--- src/sv/cmps_pkg.sv ---
// Shared constants, register codes and the arctangent table of the compass heading block.
`timescale 1ns / 1ps

package cmps_pkg;

	localparam int CORDIC_ITERATIONS = 16;
	localparam int ITER_W = $clog2(CORDIC_ITERATIONS);

	localparam int MAG_W    = 16;
	localparam int CORR_W   = 17;
	localparam int IN_SHIFT = 8;
	localparam int DP_W     = 28;
	localparam int ANG_FRAC = 12;
	localparam int HEAD_W   = 15;
	localparam int CNT_W    = 16;

	localparam int FULL_TURN = 23040;
	localparam int HALF_TURN = 11520;

	localparam logic signed [DP_W-1:0] Z_HALF    = DP_W'(HALF_TURN * (1 << ANG_FRAC));
	localparam logic signed [DP_W-1:0] ROUND_BIT = DP_W'(1 << (ANG_FRAC - 1));

	localparam int CFG_IDX_W = 2;
	localparam int CFG_W     = 16;

	localparam logic [CFG_IDX_W-1:0] REG_CAL_MODE    = 2'd0;
	localparam logic [CFG_IDX_W-1:0] REG_CAL_SAMPLES = 2'd1;
	localparam logic [CFG_IDX_W-1:0] REG_TARGET      = 2'd2;

	localparam logic [CNT_W-1:0] CAL_SAMPLES_RST = 16'd500;

	localparam logic signed [MAG_W-1:0] MAG_MAX = 16'sh7FFF;
	localparam logic signed [MAG_W-1:0] MAG_MIN = 16'sh8000;

	// Arctangent of 2^-i in 1/64 degree with twelve fraction bits.
	function automatic logic signed [DP_W-1:0] atan_entry(input logic [4:0] idx);
		logic signed [DP_W-1:0] v;
		unique case (idx)
			5'd0:  v = DP_W'(11796480);
			5'd1:  v = DP_W'(6963869);
			5'd2:  v = DP_W'(3679517);
			5'd3:  v = DP_W'(1867780);
			5'd4:  v = DP_W'(937515);
			5'd5:  v = DP_W'(469214);
			5'd6:  v = DP_W'(234664);
			5'd7:  v = DP_W'(117339);
			5'd8:  v = DP_W'(58671);
			5'd9:  v = DP_W'(29335);
			5'd10: v = DP_W'(14668);
			5'd11: v = DP_W'(7334);
			5'd12: v = DP_W'(3667);
			5'd13: v = DP_W'(1833);
			5'd14: v = DP_W'(917);
			5'd15: v = DP_W'(458);
			5'd16: v = DP_W'(229);
			5'd17: v = DP_W'(115);
			5'd18: v = DP_W'(57);
			5'd19: v = DP_W'(29);
			5'd20: v = DP_W'(14);
			5'd21: v = DP_W'(7);
			5'd22: v = DP_W'(4);
			5'd23: v = DP_W'(2);
			default: v = '0;
		endcase
		return v;
	endfunction

endpackage

--- src/sv/compass_heading_with_hard_iron_cal.sv ---
// Compass heading with hard-iron calibration: min/max trackers and an iterative CORDIC.
// A measure beat runs through the states CALC, ITER (once per CORDIC iteration), ROUND and OUT
// before its result is loaded into the output register; a calibration beat runs through CALC and OUT.
// One CORDIC stage is reused per cycle for the iterations.
// The input stalls until the result sits in the output register, which may still be waiting
// while the next beat is taken.
// Reset clears the configuration registers to their defaults, the trackers to empty and the offsets to zero.
`timescale 1ns / 1ps

module compass_heading_with_hard_iron_cal
	import cmps_pkg::*;
(
	input  logic                        clk,
	input  logic                        arst_n,
	input  logic                        cfg_we,
	input  logic [CFG_IDX_W-1:0]        cfg_index,
	input  logic [CFG_W-1:0]            cfg_data,
	input  logic                        in_valid,
	output logic                        in_stall,
	input  logic signed [MAG_W-1:0]     mag_x,
	input  logic signed [MAG_W-1:0]     mag_y,
	output logic                        out_valid,
	input  logic                        out_stall,
	output logic                        is_heading,
	output logic [HEAD_W-1:0]           heading,
	output logic signed [HEAD_W-1:0]    heading_diff,
	output logic                        cal_done,
	output logic signed [MAG_W-1:0]     cal_offset_x,
	output logic signed [MAG_W-1:0]     cal_offset_y
);

	localparam logic [2:0] ST_IDLE  = 3'd0;
	localparam logic [2:0] ST_CALC  = 3'd1;
	localparam logic [2:0] ST_ITER  = 3'd2;
	localparam logic [2:0] ST_ROUND = 3'd3;
	localparam logic [2:0] ST_OUT   = 3'd4;

	logic [2:0] state_q;

	logic                     cal_mode_q;
	logic [CNT_W-1:0]         cal_samples_q;
	logic [HEAD_W-1:0]        target_q;

	logic signed [MAG_W-1:0]  x_lo_q, x_hi_q, y_lo_q, y_hi_q;
	logic [CNT_W-1:0]         cal_count_q;
	logic signed [MAG_W-1:0]  off_x_q, off_y_q;

	logic signed [MAG_W-1:0]  mx_q, my_q;
	logic signed [DP_W-1:0]   x_q, y_q, z_q;
	logic [ITER_W-1:0]        iter_q;
	logic                     zero_q;
	logic                     meas_q;
	logic                     done_q;
	logic [HEAD_W-1:0]        head_q;

	logic                     out_valid_q;
	logic                     is_heading_q;
	logic [HEAD_W-1:0]        heading_q;
	logic signed [HEAD_W-1:0] diff_q;
	logic                     cal_done_q;
	logic signed [MAG_W-1:0]  out_off_x_q, out_off_y_q;

	logic in_acc;
	logic out_free;

	assign in_stall = (state_q != ST_IDLE);
	assign in_acc   = in_valid && !in_stall;
	assign out_free = !out_valid_q || !out_stall;

	// Calibration tracker update.
	logic signed [MAG_W-1:0] nxl, nxh, nyl, nyh;
	logic [CNT_W-1:0]        cnt_n, limit;
	logic                    run_end;
	logic signed [MAG_W:0]   sum_x, sum_y, adj_x, adj_y;

	always_comb begin
		nxl     = (mx_q < x_lo_q) ? mx_q : x_lo_q;
		nxh     = (mx_q > x_hi_q) ? mx_q : x_hi_q;
		nyl     = (my_q < y_lo_q) ? my_q : y_lo_q;
		nyh     = (my_q > y_hi_q) ? my_q : y_hi_q;
		cnt_n   = cal_count_q + 1'b1;
		limit   = (cal_samples_q == '0) ? CNT_W'(1) : cal_samples_q;
		run_end = (cnt_n >= limit) || (cnt_n == '0);
		sum_x   = {nxh[MAG_W-1], nxh} + {nxl[MAG_W-1], nxl};
		sum_y   = {nyh[MAG_W-1], nyh} + {nyl[MAG_W-1], nyl};
		// Adding the sign bit before the shift makes the halving truncate toward zero.
		adj_x   = sum_x + {{MAG_W{1'b0}}, sum_x[MAG_W]};
		adj_y   = sum_y + {{MAG_W{1'b0}}, sum_y[MAG_W]};
	end

	// Offset correction and CORDIC start vector.
	logic signed [CORR_W-1:0] xc, yc;
	logic signed [DP_W-1:0]   x_init, y_init;

	always_comb begin
		xc     = {mx_q[MAG_W-1], mx_q} - {off_x_q[MAG_W-1], off_x_q};
		yc     = {my_q[MAG_W-1], my_q} - {off_y_q[MAG_W-1], off_y_q};
		x_init = {{(DP_W-CORR_W-IN_SHIFT){xc[CORR_W-1]}}, xc, {IN_SHIFT{1'b0}}};
		y_init = {{(DP_W-CORR_W-IN_SHIFT){yc[CORR_W-1]}}, yc, {IN_SHIFT{1'b0}}};
	end

	// The shared CORDIC stage.
	logic signed [DP_W-1:0] xs, ys, at;
	always_comb begin
		xs = x_q >>> iter_q;
		ys = y_q >>> iter_q;
		at = atan_entry(5'(iter_q));
	end

	// Rounding and wrap of the final angle.
	logic signed [DP_W-1:0]         zr;
	logic signed [DP_W-ANG_FRAC-1:0] h_raw, h_wrap;
	always_comb begin
		zr    = z_q + ROUND_BIT;
		h_raw = zr[DP_W-1:ANG_FRAC];
		if (h_raw < 0) begin
			h_wrap = h_raw + (DP_W-ANG_FRAC)'(FULL_TURN);
		end else if (h_raw >= FULL_TURN) begin
			h_wrap = h_raw - (DP_W-ANG_FRAC)'(FULL_TURN);
		end else begin
			h_wrap = h_raw;
		end
	end

	// Difference to the target heading.
	logic [HEAD_W-1:0]   tgt_r;
	logic signed [15:0]  d_raw, d_wrap;
	always_comb begin
		tgt_r = (target_q >= FULL_TURN) ? target_q - HEAD_W'(FULL_TURN) : target_q;
		d_raw = $signed({1'b0, tgt_r}) - $signed({1'b0, head_q});
		if (d_raw > HALF_TURN) begin
			d_wrap = d_raw - 16'(FULL_TURN);
		end else if (d_raw < -HALF_TURN) begin
			d_wrap = d_raw + 16'(FULL_TURN);
		end else begin
			d_wrap = d_raw;
		end
	end

	// Configuration registers.
	always_ff @(posedge clk or negedge arst_n) begin
		if (!arst_n) begin
			cal_mode_q    <= 1'b0;
			cal_samples_q <= CAL_SAMPLES_RST;
			target_q      <= '0;
		end else if (cfg_we) begin
			unique case (cfg_index)
				REG_CAL_MODE:    cal_mode_q    <= cfg_data[0];
				REG_CAL_SAMPLES: cal_samples_q <= cfg_data;
				REG_TARGET:      target_q      <= cfg_data[HEAD_W-1:0];
				default: ;
			endcase
		end
	end

	// Sequencer, trackers and offsets.
	always_ff @(posedge clk or negedge arst_n) begin
		if (!arst_n) begin
			state_q     <= ST_IDLE;
			x_lo_q      <= MAG_MAX;
			x_hi_q      <= MAG_MIN;
			y_lo_q      <= MAG_MAX;
			y_hi_q      <= MAG_MIN;
			cal_count_q <= '0;
			off_x_q     <= '0;
			off_y_q     <= '0;
			out_valid_q <= 1'b0;
		end else begin
			if (state_q == ST_OUT && out_free) begin
				out_valid_q <= 1'b1;
			end else if (out_valid_q && !out_stall) begin
				out_valid_q <= 1'b0;
			end
			unique case (state_q)
				ST_IDLE: begin
					if (in_acc) begin
						state_q <= ST_CALC;
					end
				end
				ST_CALC: begin
					if (cal_mode_q) begin
						if (run_end) begin
							off_x_q     <= adj_x[MAG_W:1];
							off_y_q     <= adj_y[MAG_W:1];
							x_lo_q      <= MAG_MAX;
							x_hi_q      <= MAG_MIN;
							y_lo_q      <= MAG_MAX;
							y_hi_q      <= MAG_MIN;
							cal_count_q <= '0;
						end else begin
							x_lo_q      <= nxl;
							x_hi_q      <= nxh;
							y_lo_q      <= nyl;
							y_hi_q      <= nyh;
							cal_count_q <= cnt_n;
						end
						state_q <= ST_OUT;
					end else begin
						state_q <= ST_ITER;
					end
				end
				ST_ITER: begin
					if (iter_q == ITER_W'(CORDIC_ITERATIONS - 1)) begin
						state_q <= ST_ROUND;
					end
				end
				ST_ROUND: begin
					state_q <= ST_OUT;
				end
				ST_OUT: begin
					if (out_free) begin
						state_q <= ST_IDLE;
					end
				end
				default: state_q <= ST_IDLE;
			endcase
		end
	end

	// Datapath registers.
	always_ff @(posedge clk) begin
		if (in_acc) begin
			mx_q <= mag_x;
			my_q <= mag_y;
		end
		unique case (state_q)
			ST_CALC: begin
				meas_q <= !cal_mode_q;
				done_q <= cal_mode_q && run_end;
				zero_q <= (xc == '0) && (yc == '0);
				iter_q <= '0;
				// In the left half plane the vector is turned by half a turn first.
				if (xc < 0) begin
					x_q <= -x_init;
					y_q <= -y_init;
					z_q <= Z_HALF;
				end else begin
					x_q <= x_init;
					y_q <= y_init;
					z_q <= '0;
				end
			end
			ST_ITER: begin
				iter_q <= iter_q + 1'b1;
				if (!y_q[DP_W-1]) begin
					x_q <= x_q + ys;
					y_q <= y_q - xs;
					z_q <= z_q + at;
				end else begin
					x_q <= x_q - ys;
					y_q <= y_q + xs;
					z_q <= z_q - at;
				end
			end
			ST_ROUND: begin
				head_q <= zero_q ? '0 : h_wrap[HEAD_W-1:0];
			end
			ST_OUT: begin
				if (out_free) begin
					is_heading_q <= meas_q;
					heading_q    <= meas_q ? head_q : '0;
					diff_q       <= meas_q ? d_wrap[HEAD_W-1:0] : '0;
					cal_done_q   <= done_q;
					out_off_x_q  <= off_x_q;
					out_off_y_q  <= off_y_q;
				end
			end
			default: ;
		endcase
	end

	assign out_valid    = out_valid_q;
	assign is_heading   = is_heading_q;
	assign heading      = heading_q;
	assign heading_diff = diff_q;
	assign cal_done     = cal_done_q;
	assign cal_offset_x = out_off_x_q;
	assign cal_offset_y = out_off_y_q;

endmodule

--- config.mk ---
export PLATFORM = sky130hd
export DESIGN_NAME = compass_heading_with_hard_iron_cal
export DESIGN_NICKNAME = d
export VERILOG_FILES = /design/src/sv/cmps_pkg.sv /design/src/sv/compass_heading_with_hard_iron_cal.sv
export SDC_FILE = /design/constraint.sdc
export NUM_CORES = 1
export LEC_CHECK = 0
export ABC_CLOCK_PERIOD_IN_PS = 8910
export BUFFER_PORTS_ARGS = -buffer_cell sky130_fd_sc_hd__buf_2
export CAP_MARGIN = 20
export CORE_UTILIZATION = 65
export CTS_CLUSTER_DIAMETER = 40
export DETAILED_ROUTE_END_ITERATION = 8
export PLACE_DENSITY = 0.86
export SKIP_LAST_GASP = 1
export SLEW_MARGIN = 20
export SYNTH_ARGS = -nofsm -noshare
export SYNTH_HDL_FRONTEND = slang
export SYNTH_SLANG_ARGS = --single-unit
--- constraint.sdc ---
create_clock -name clk -period 8.91 [get_ports clk]
set_input_delay 0.891 -clock clk [delete_from_list [all_inputs] [get_ports clk]]
set_output_delay 0.891 -clock clk [all_outputs]
set_load 0.005 [all_outputs]
==> out/metrics.cfg, run 1 <==
[detailed_routing]
route.detailed.drc=0
drt.antenna.violating_nets=0
route.met3.wl_mm=4.93
routed_wire_length_per_instance_um=19.8
drt_pre_antenna_iters=6
avgViaCountPerCell=6.45
wl_met1_mm=32.3
route.met2.wl_mm=38.9
highest_layer=met4
wirelength_routed_mm=79.6
drt_iter0_drc=2184
via_total_after_detailed_routing=25899

[synth]
postSynth.asyncResetShare_pct=39.6
syn_area_per_cell_um2=9.28
synth_compound_gate_area_share_pct=16.8
synth-seq-cells=374
syn_inst=3268
synth.lib_cells_used.distinct=96
yosysTopAreaCellShare_pct=20.0
synth_xor_xnor_area_share_pct=8.63
synthAdderAreaFrac_pct=11.4
post_synth_most_frequent_cells=349 x nor2_1, 266 x nand2_1, 263 x ha_1, 249 x a21oi_1, 202 x edfxtp_1
syn_area_um2=30300
number_of_enable_flip_flop_cells_after_synthesis=202
synth_nets=3594
yosys.cell_count.top_type=nor2_1
netlist.top_cell.by_area=edfxtp_1
synth_top_family_by_area=compound AO/OA/AOI/OAI gates
seq_area_frac_synth_pct=34.0
synth.area.mux_share_pct=10.0
dominant_synthesized_flop_cell=edfxtp_1
synth-warning-count=0
synth.top_cells.by_area=edfxtp_1 20%, ha_1 11%, dfrtp_1 9.1%
synthSimpleGateAreaFrac_pct=14.8

[global_routing]
initial_antenna_violation_count=0
globalRouteOverflowTotal=0
globalRouteTotalUtil_pct=33.4
grt_pass1_vias=25815
grt_start_max_net_pins=92
grt_first_pass_wirelength_mm=129

[sta]
clock.fmax_ghz=0.146
timing.clock.skew_ns=0.0185
timing.final.setup_violations=0
unrepaired_setup_endpoints_after_global_routing=no
finalHoldViolations=0
report.final.slew_viol_count=0
final_min_period_over_clock_period_pct=76.7
worst_margin_pin_slew_ns=1.04
aggregate_negative_setup_slack_ns=0
slew_headroom_pct=30.4
finalCriticalPeriod_ns=6.84
worst_hold_slack_after_final_layout_ns=0.285

[clocking]
cts_root_buffer=clkbuf_16
clkSinkCount=374
cts_buffer_depth=3
postCtsSetupRepairBufs=0
cts_repair_resize_count=0
cts.clk_slew.worst_paths_ns=0.06
cts_inserted_buffers=58
hold_buffers=0
cts_tree=done
clock_insertion_delay_worst_skew_ns=0.61
htree_levels=2

[setup_path]
ff2ff_path_depth=22
worst_r2r_endpoint=y_q[26]
worst-setup-path-type=flip-flop to flip-flop
crit_path_max_incr_delay_ns=0.79
critPathLaunchType=flip-flop
worst_reg2reg_setup_slack_ns=2.07
timing.critical_path.fanout_max=78
timing.critical_path.arrival_ns=7.18
cpMaxStageDelayCell=buf_4
worst_setup_path_end_kind=flip-flop
regToRegStartpoint=iter_q[1]
timing.critical_path.cells=buf_4 > mux2_2 > mux4_2 > nor2_1 > a21o_1 > ha_1 > nor3b_1 > nand3_1 > nor3_1 > a21oi_1 > xnor2_1 > ha_1 > nand2_1 > nor2_1 > a221oi_1 > nand3_1 > a311oi_1 > o21ai_0 > a21o_1 > a21oi_1 > xor2_1 > a22oi_1
timing.critical_path.required_ns=9.25

[place]
dp_hpwl_mm=58.3
placed_area_um2=31400
port_buffers=120
finalWeightedCongestion=0.979

[layout]
syn2layout_area_growth_pct=10.1
insertedDiodeCount=0
drive_gt1_share_pct=14.4
post_route_cell_area_um2=33400
final_nets=3692

[min_path]
hold_class=primary input to async pin

[die]
initial_utilization_pct=66.4
core-area_um2=45700
rows=78
dieHeight_um=218
die-area_um2=47500
die_width_um=218
boundary_pins=121

[job]
max_cap_viol_count=0

[run_status]
run_status=finished, final reports clean

==> kinds of logic (layout without fill, tap and decap cells) <==
kind of cell / count (synthesis) / after routing
DFF: 374 / 374
buffers and inverters: 311 / 458
AOI/OAI and AO/OA: 812 / 812
muxes: 235 / 235
adders and majority gates: 271 / 271
and+or+nand+nor: 967 / 967
xor gates and xnor gates: 298 / 298
==> through the flow <==
step | setup WS (ns) | utilization [%] | instances
after floorplan | 2.91 | - | 3268
after global placement | 2.43 | 68.7 | 3906
after detailed placement | 2.15 | 68.7 | 3906
after CTS | 2.13 | 73.0 | 4015
after global routing | 1.56 | 73.1 | 4015
final | 2.07 | 73.1 | 4015
==> critical path, delay by kind of cell, from the launching register on <==
kind	cells	cell delay (ns)
AOI/OAI and AO/OA	8	1.70
adders and majority gates	2	0.50
buffers and inverters	1	0.79
xor gates and xnor gates	2	0.32
muxes	2	0.94
and+or+nand+nor	7	1.96
DFF	1	0.32
==> layout make-up <==
| cell class | count | area [um2] |
|---|---|---|
| fillers | 3238 | 12300 |
| clock buffers | 69 | 1550 |
| well taps | 600 | 751 |
| multi-input cells | 2583 | 18800 |
| repair buffers | 147 | 817 |
| inverters | 202 | 759 |
| flip-flops and latches | 374 | 10300 |
| clock inverters | 40 | 452 |
==> worst max-delay path by stage <==
stage                          from           to  slack (ns)
after detailed placement  iter_q[1]      y_q[26]        2.15
after CTS                 iter_q[1]      y_q[26]        2.13
final                     iter_q[1]      y_q[26]        2.07
after global routing        my_q[9]  off_y_q[15]        1.56
after floorplan           x_lo_q[1]  off_x_q[14]        2.91
after global placement    x_lo_q[1]  off_x_q[14]        2.43
==> per-layer routing <==
metal / GRT usage (%) / up-vias
met5: 0 / -
met4: 15.9 / 0
met3: 4.03 / 245
met2: 57.9 / 1082
met1: 41.2 / 12484
li1: - / 12088
==> registers in the layout, indices dropped and copies added, names as in the netlist, 24 cells and up <==
name	cells
z_q	28
y_q	28
at	24
x_q	28
==> cell usage in the layout (no fill, tap or decap), types with 120 or more instances in the layout <==
cell type,instances
xor2_1,120
inv_1,198
nor2_1,347
ha_1,263
xnor2_1,177
edfxtp_1,202
a21oi_1,246
mux2_2,132
o21ai_0,186
nand2_1,264
Power of run 1 is not shown: default switching activity piles up to over one toggle a cycle in this logic, so the estimate is an artifact.
==> run 2, diff against run 1 <==
--- a/config.mk
+++ b/config.mk
@@ -5,13 +5,14 @@
 export SDC_FILE = /design/constraint.sdc
 export NUM_CORES = 1
 export LEC_CHECK = 0
-export ABC_CLOCK_PERIOD_IN_PS = 8910
+export ABC_AREA = 1
+export ABC_CLOCK_PERIOD_IN_PS = 6700
 export BUFFER_PORTS_ARGS = -buffer_cell sky130_fd_sc_hd__buf_2
 export CAP_MARGIN = 20
-export CORE_UTILIZATION = 65
+export CORE_UTILIZATION = 64
 export CTS_CLUSTER_DIAMETER = 40
 export DETAILED_ROUTE_END_ITERATION = 8
-export PLACE_DENSITY = 0.86
+export PLACE_DENSITY = 0.85
 export SKIP_LAST_GASP = 1
 export SLEW_MARGIN = 20
 export SYNTH_ARGS = -nofsm -noshare
==> constraint.sdc (replaced) <==
create_clock -name clk -period 6.7 [get_ports clk]
set_input_delay 0.67 -clock clk [delete_from_list [all_inputs] [get_ports clk]]
set_output_delay 0.67 -clock clk [all_outputs]
set_load 0.005 [all_outputs]
==> out/metrics.cfg, run 2 <==
[run_status]
run_status=finished, final reports clean

[setup_path]
timing.critical_path.arrival_ns=6.18  ; -1.00 ns
critPathLaunchType=flip-flop
cpMaxStageDelayCell=o21ai_0
crit_top_cell=nand2_1
crit_path_max_incr_delay_ns=0.73  ; -0.06 ns
timing.critical_path.fanout_max=32  ; -59%
timing.critical_path.required_ns=7.20  ; -2.05 ns
worst_setup_path_end_kind=flip-flop
worst-setup-path-type=flip-flop to flip-flop

[place]
dp_hpwl_mm=67.3  ; +15%
finalWeightedCongestion=1.01  ; +2.8%
port_buffers=120  ; unchanged

[sta]
timing.clock.skew_ns=0.0421  ; +0.0236 ns
final_min_period_over_clock_period_pct=84.8  ; +8.1 points
clock.fmax_ghz=0.176  ; +20%
timing.final.setup_violations=0  ; unchanged
finalCriticalPeriod_ns=5.68  ; -1.15 ns
unrepaired_setup_endpoints_after_global_routing=no
aggregate_negative_setup_slack_ns=0  ; unchanged
worst_margin_pin_slew_ns=0.975  ; -0.0687 ns
slew_headroom_pct=34.9  ; +4.5 points
finalHoldViolations=0  ; unchanged
report.final.slew_viol_count=0  ; unchanged

[synth]
syn_area_um2=32700  ; +7.8%
netlist.top_cell.by_area=edfxtp_1
synth.lib_cells_used.distinct=68  ; -29%
synth-seq-cells=374  ; unchanged
seq_area_frac_synth_pct=31.5  ; -2.4 points
syn_area_per_cell_um2=6.85  ; -26%
number_of_enable_flip_flop_cells_after_synthesis=202  ; unchanged
synth.top_cells.by_area=edfxtp_1 19%, nand2_1 15%, ha_1 10%
post_synth_most_frequent_cells=1313 x nand2_1, 618 x inv_1, 479 x nand3_1, 452 x nor2_1, 331 x o21ai_0
synth_nets=5099  ; +42%
yosysTopAreaCellShare_pct=18.6  ; -1.4 points
postSynth.asyncResetShare_pct=39.6  ; unchanged
dominant_synthesized_flop_cell=edfxtp_1
synth-warning-count=0  ; unchanged
syn_inst=4773  ; +46%
yosys.cell_count.top_type=nand2_1

[global_routing]
grt_start_max_net_pins=81  ; -12%
globalRouteOverflowTotal=0  ; unchanged
globalRouteTotalUtil_pct=34.9  ; +1.5 points
grt_first_pass_wirelength_mm=150  ; +16%
grt_pass1_vias=30913  ; +20%
initial_antenna_violation_count=0  ; unchanged

[clocking]
clkSinkCount=374  ; unchanged
cts_tree=done
cts_repair_resize_count=0  ; unchanged
cts_buffer_depth=3  ; unchanged
clock_insertion_delay_worst_skew_ns=0.62  ; about the same
cts.clk_slew.worst_paths_ns=0.06  ; about the same
cts_root_buffer=clkbuf_16
htree_levels=3  ; +1
cts_inserted_buffers=70  ; +21%
hold_buffers=0  ; unchanged
postCtsSetupRepairBufs=0  ; unchanged

[detailed_routing]
route.met3.wl_mm=6.52  ; +32%
route.met2.wl_mm=42.7  ; +9.7%
via_total_after_detailed_routing=32538  ; +26%
drt_pre_antenna_iters=7  ; +1
highest_layer=met4
routed_wire_length_per_instance_um=16.3  ; -18%
drt.antenna.violating_nets=0  ; unchanged
route.detailed.drc=0  ; unchanged
wirelength_routed_mm=91.3  ; +15%
drt_iter0_drc=3441  ; +58%
wl_met1_mm=38.1  ; +18%
avgViaCountPerCell=5.82  ; -9.8%

[layout]
fillerInstances=4098  ; +27%
mostFrequentLayoutCells=1311 x nand2_1, 618 x inv_1, 479 x nand3_1
final_nets=5190  ; +41%
syn2layout_area_growth_pct=10.6
drive_gt1_share_pct=7.58  ; -6.8 points
insertedDiodeCount=0  ; unchanged
top_regs=x_q x28, y_q x28, z_q x28
layout_commonest_cell=nand2_1

[job]
max_cap_viol_count=0  ; unchanged

[die]
die_width_um=228  ; +4.6%
die-area_um2=52000  ; +9.4%
core-area_um2=50300  ; +10%
initial_utilization_pct=65.0  ; -1.4 points
boundary_pins=121  ; unchanged
rows=82  ; +5.1%
dieHeight_um=228  ; +4.6%

[min_path]
hold_class=primary input to async pin

-- run 2: cell count changes after synthesis, sizes merged, moves of 32 or more --
cell / change
a21oi: +36
nor2: +114
o21ai: +185
mux2i: -62
inv: +427
mux4: -37
nand3: +430
nor2b: -41
nand2: +1053
mux2: -134
nand4: +32
a21o: -50
xnor2: -135
-- run 2: logic make-up after synthesis --
group                    synth area share, %
AO/OA/AOI/OAI                           13.1
flip-flops                              31.5
buffers and inverters                   9.18
multiplexers                          0.0613
adder cells (fa/ha/maj)                 10.6
XOR/XNOR                                4.18
AND/OR/NAND/NOR                         31.4
-- run 2: path summary, 6_finish.rpt --
check                                from          end  slack (ns)  depth (start not counted)
worst max-delay path            x_lo_q[3]  off_x_q[11]        1.02                         29
worst min-delay path               arst_n  off_y_q[10]        0.06                          1
worst max register to register  x_lo_q[3]  off_x_q[11]        1.02                         29
worst min register to register     done_q     cal_done        0.43                          0
max in group asynchronous          arst_n    x_hi_q[6]        5.16                          2
min in group clk                mag_x[15]     mx_q[15]        0.22                          1
-- run 2: routing by layer --
metal	up-vias	track usage, %
met4	0	16.1
met3	295	5.13
met5	-	0
met2	1319	58.2
li1	16014	-
met1	14910	44.8
-- run 2: area by class of cell --
type / instances / area, um2 / share of cell area (%)
Clock inverter: 48 / 612 / 1.69
Clock buffer: 80 / 1850 / 5.12
Tap cell: 672 / 841 / 2.33
Sequential cell: 374 / 10300 / 28.5
Inverter: 631 / 2380 / 6.57
Timing Repair Buffer: 140 / 757 / 2.09
Multi-Input combinational cell: 3647 / 19400 / 53.7
-- run 2: worst max-delay path, delay by kind of cell, from the launching register on --
family | cells | cell delay, ns
AOI/OAI and AO/OA | 6 | 1.55
and+or+nand+nor | 18 | 2.58
adders and majority gates | 3 | 0.80
DFF | 1 | 0.53
buffers and inverters | 2 | 0.12
-- run 2: through the flow --
| step | util [%] | setup slack, ns | instances | area [um2] | hold WS [ns] |
|---|---|---|---|---|---|
| after floorplan | - | 2.27 | 4773 | 32700 | 0.374 |
| final | 71.9 | 1.02 | 5592 | 36100 | 0.0615 |
| after CTS | 71.9 | 1.12 | 5592 | 36100 | 0.116 |
| after global routing | 71.9 | 0.549 | 5592 | 36100 | 0.129 |
| after global placement | 67.0 | 1.39 | 5464 | 33700 | 0.419 |
| after detailed placement | 67.0 | 1.22 | 5464 | 33700 | 0.406 |
Power of run 2 is left out for the same reason.
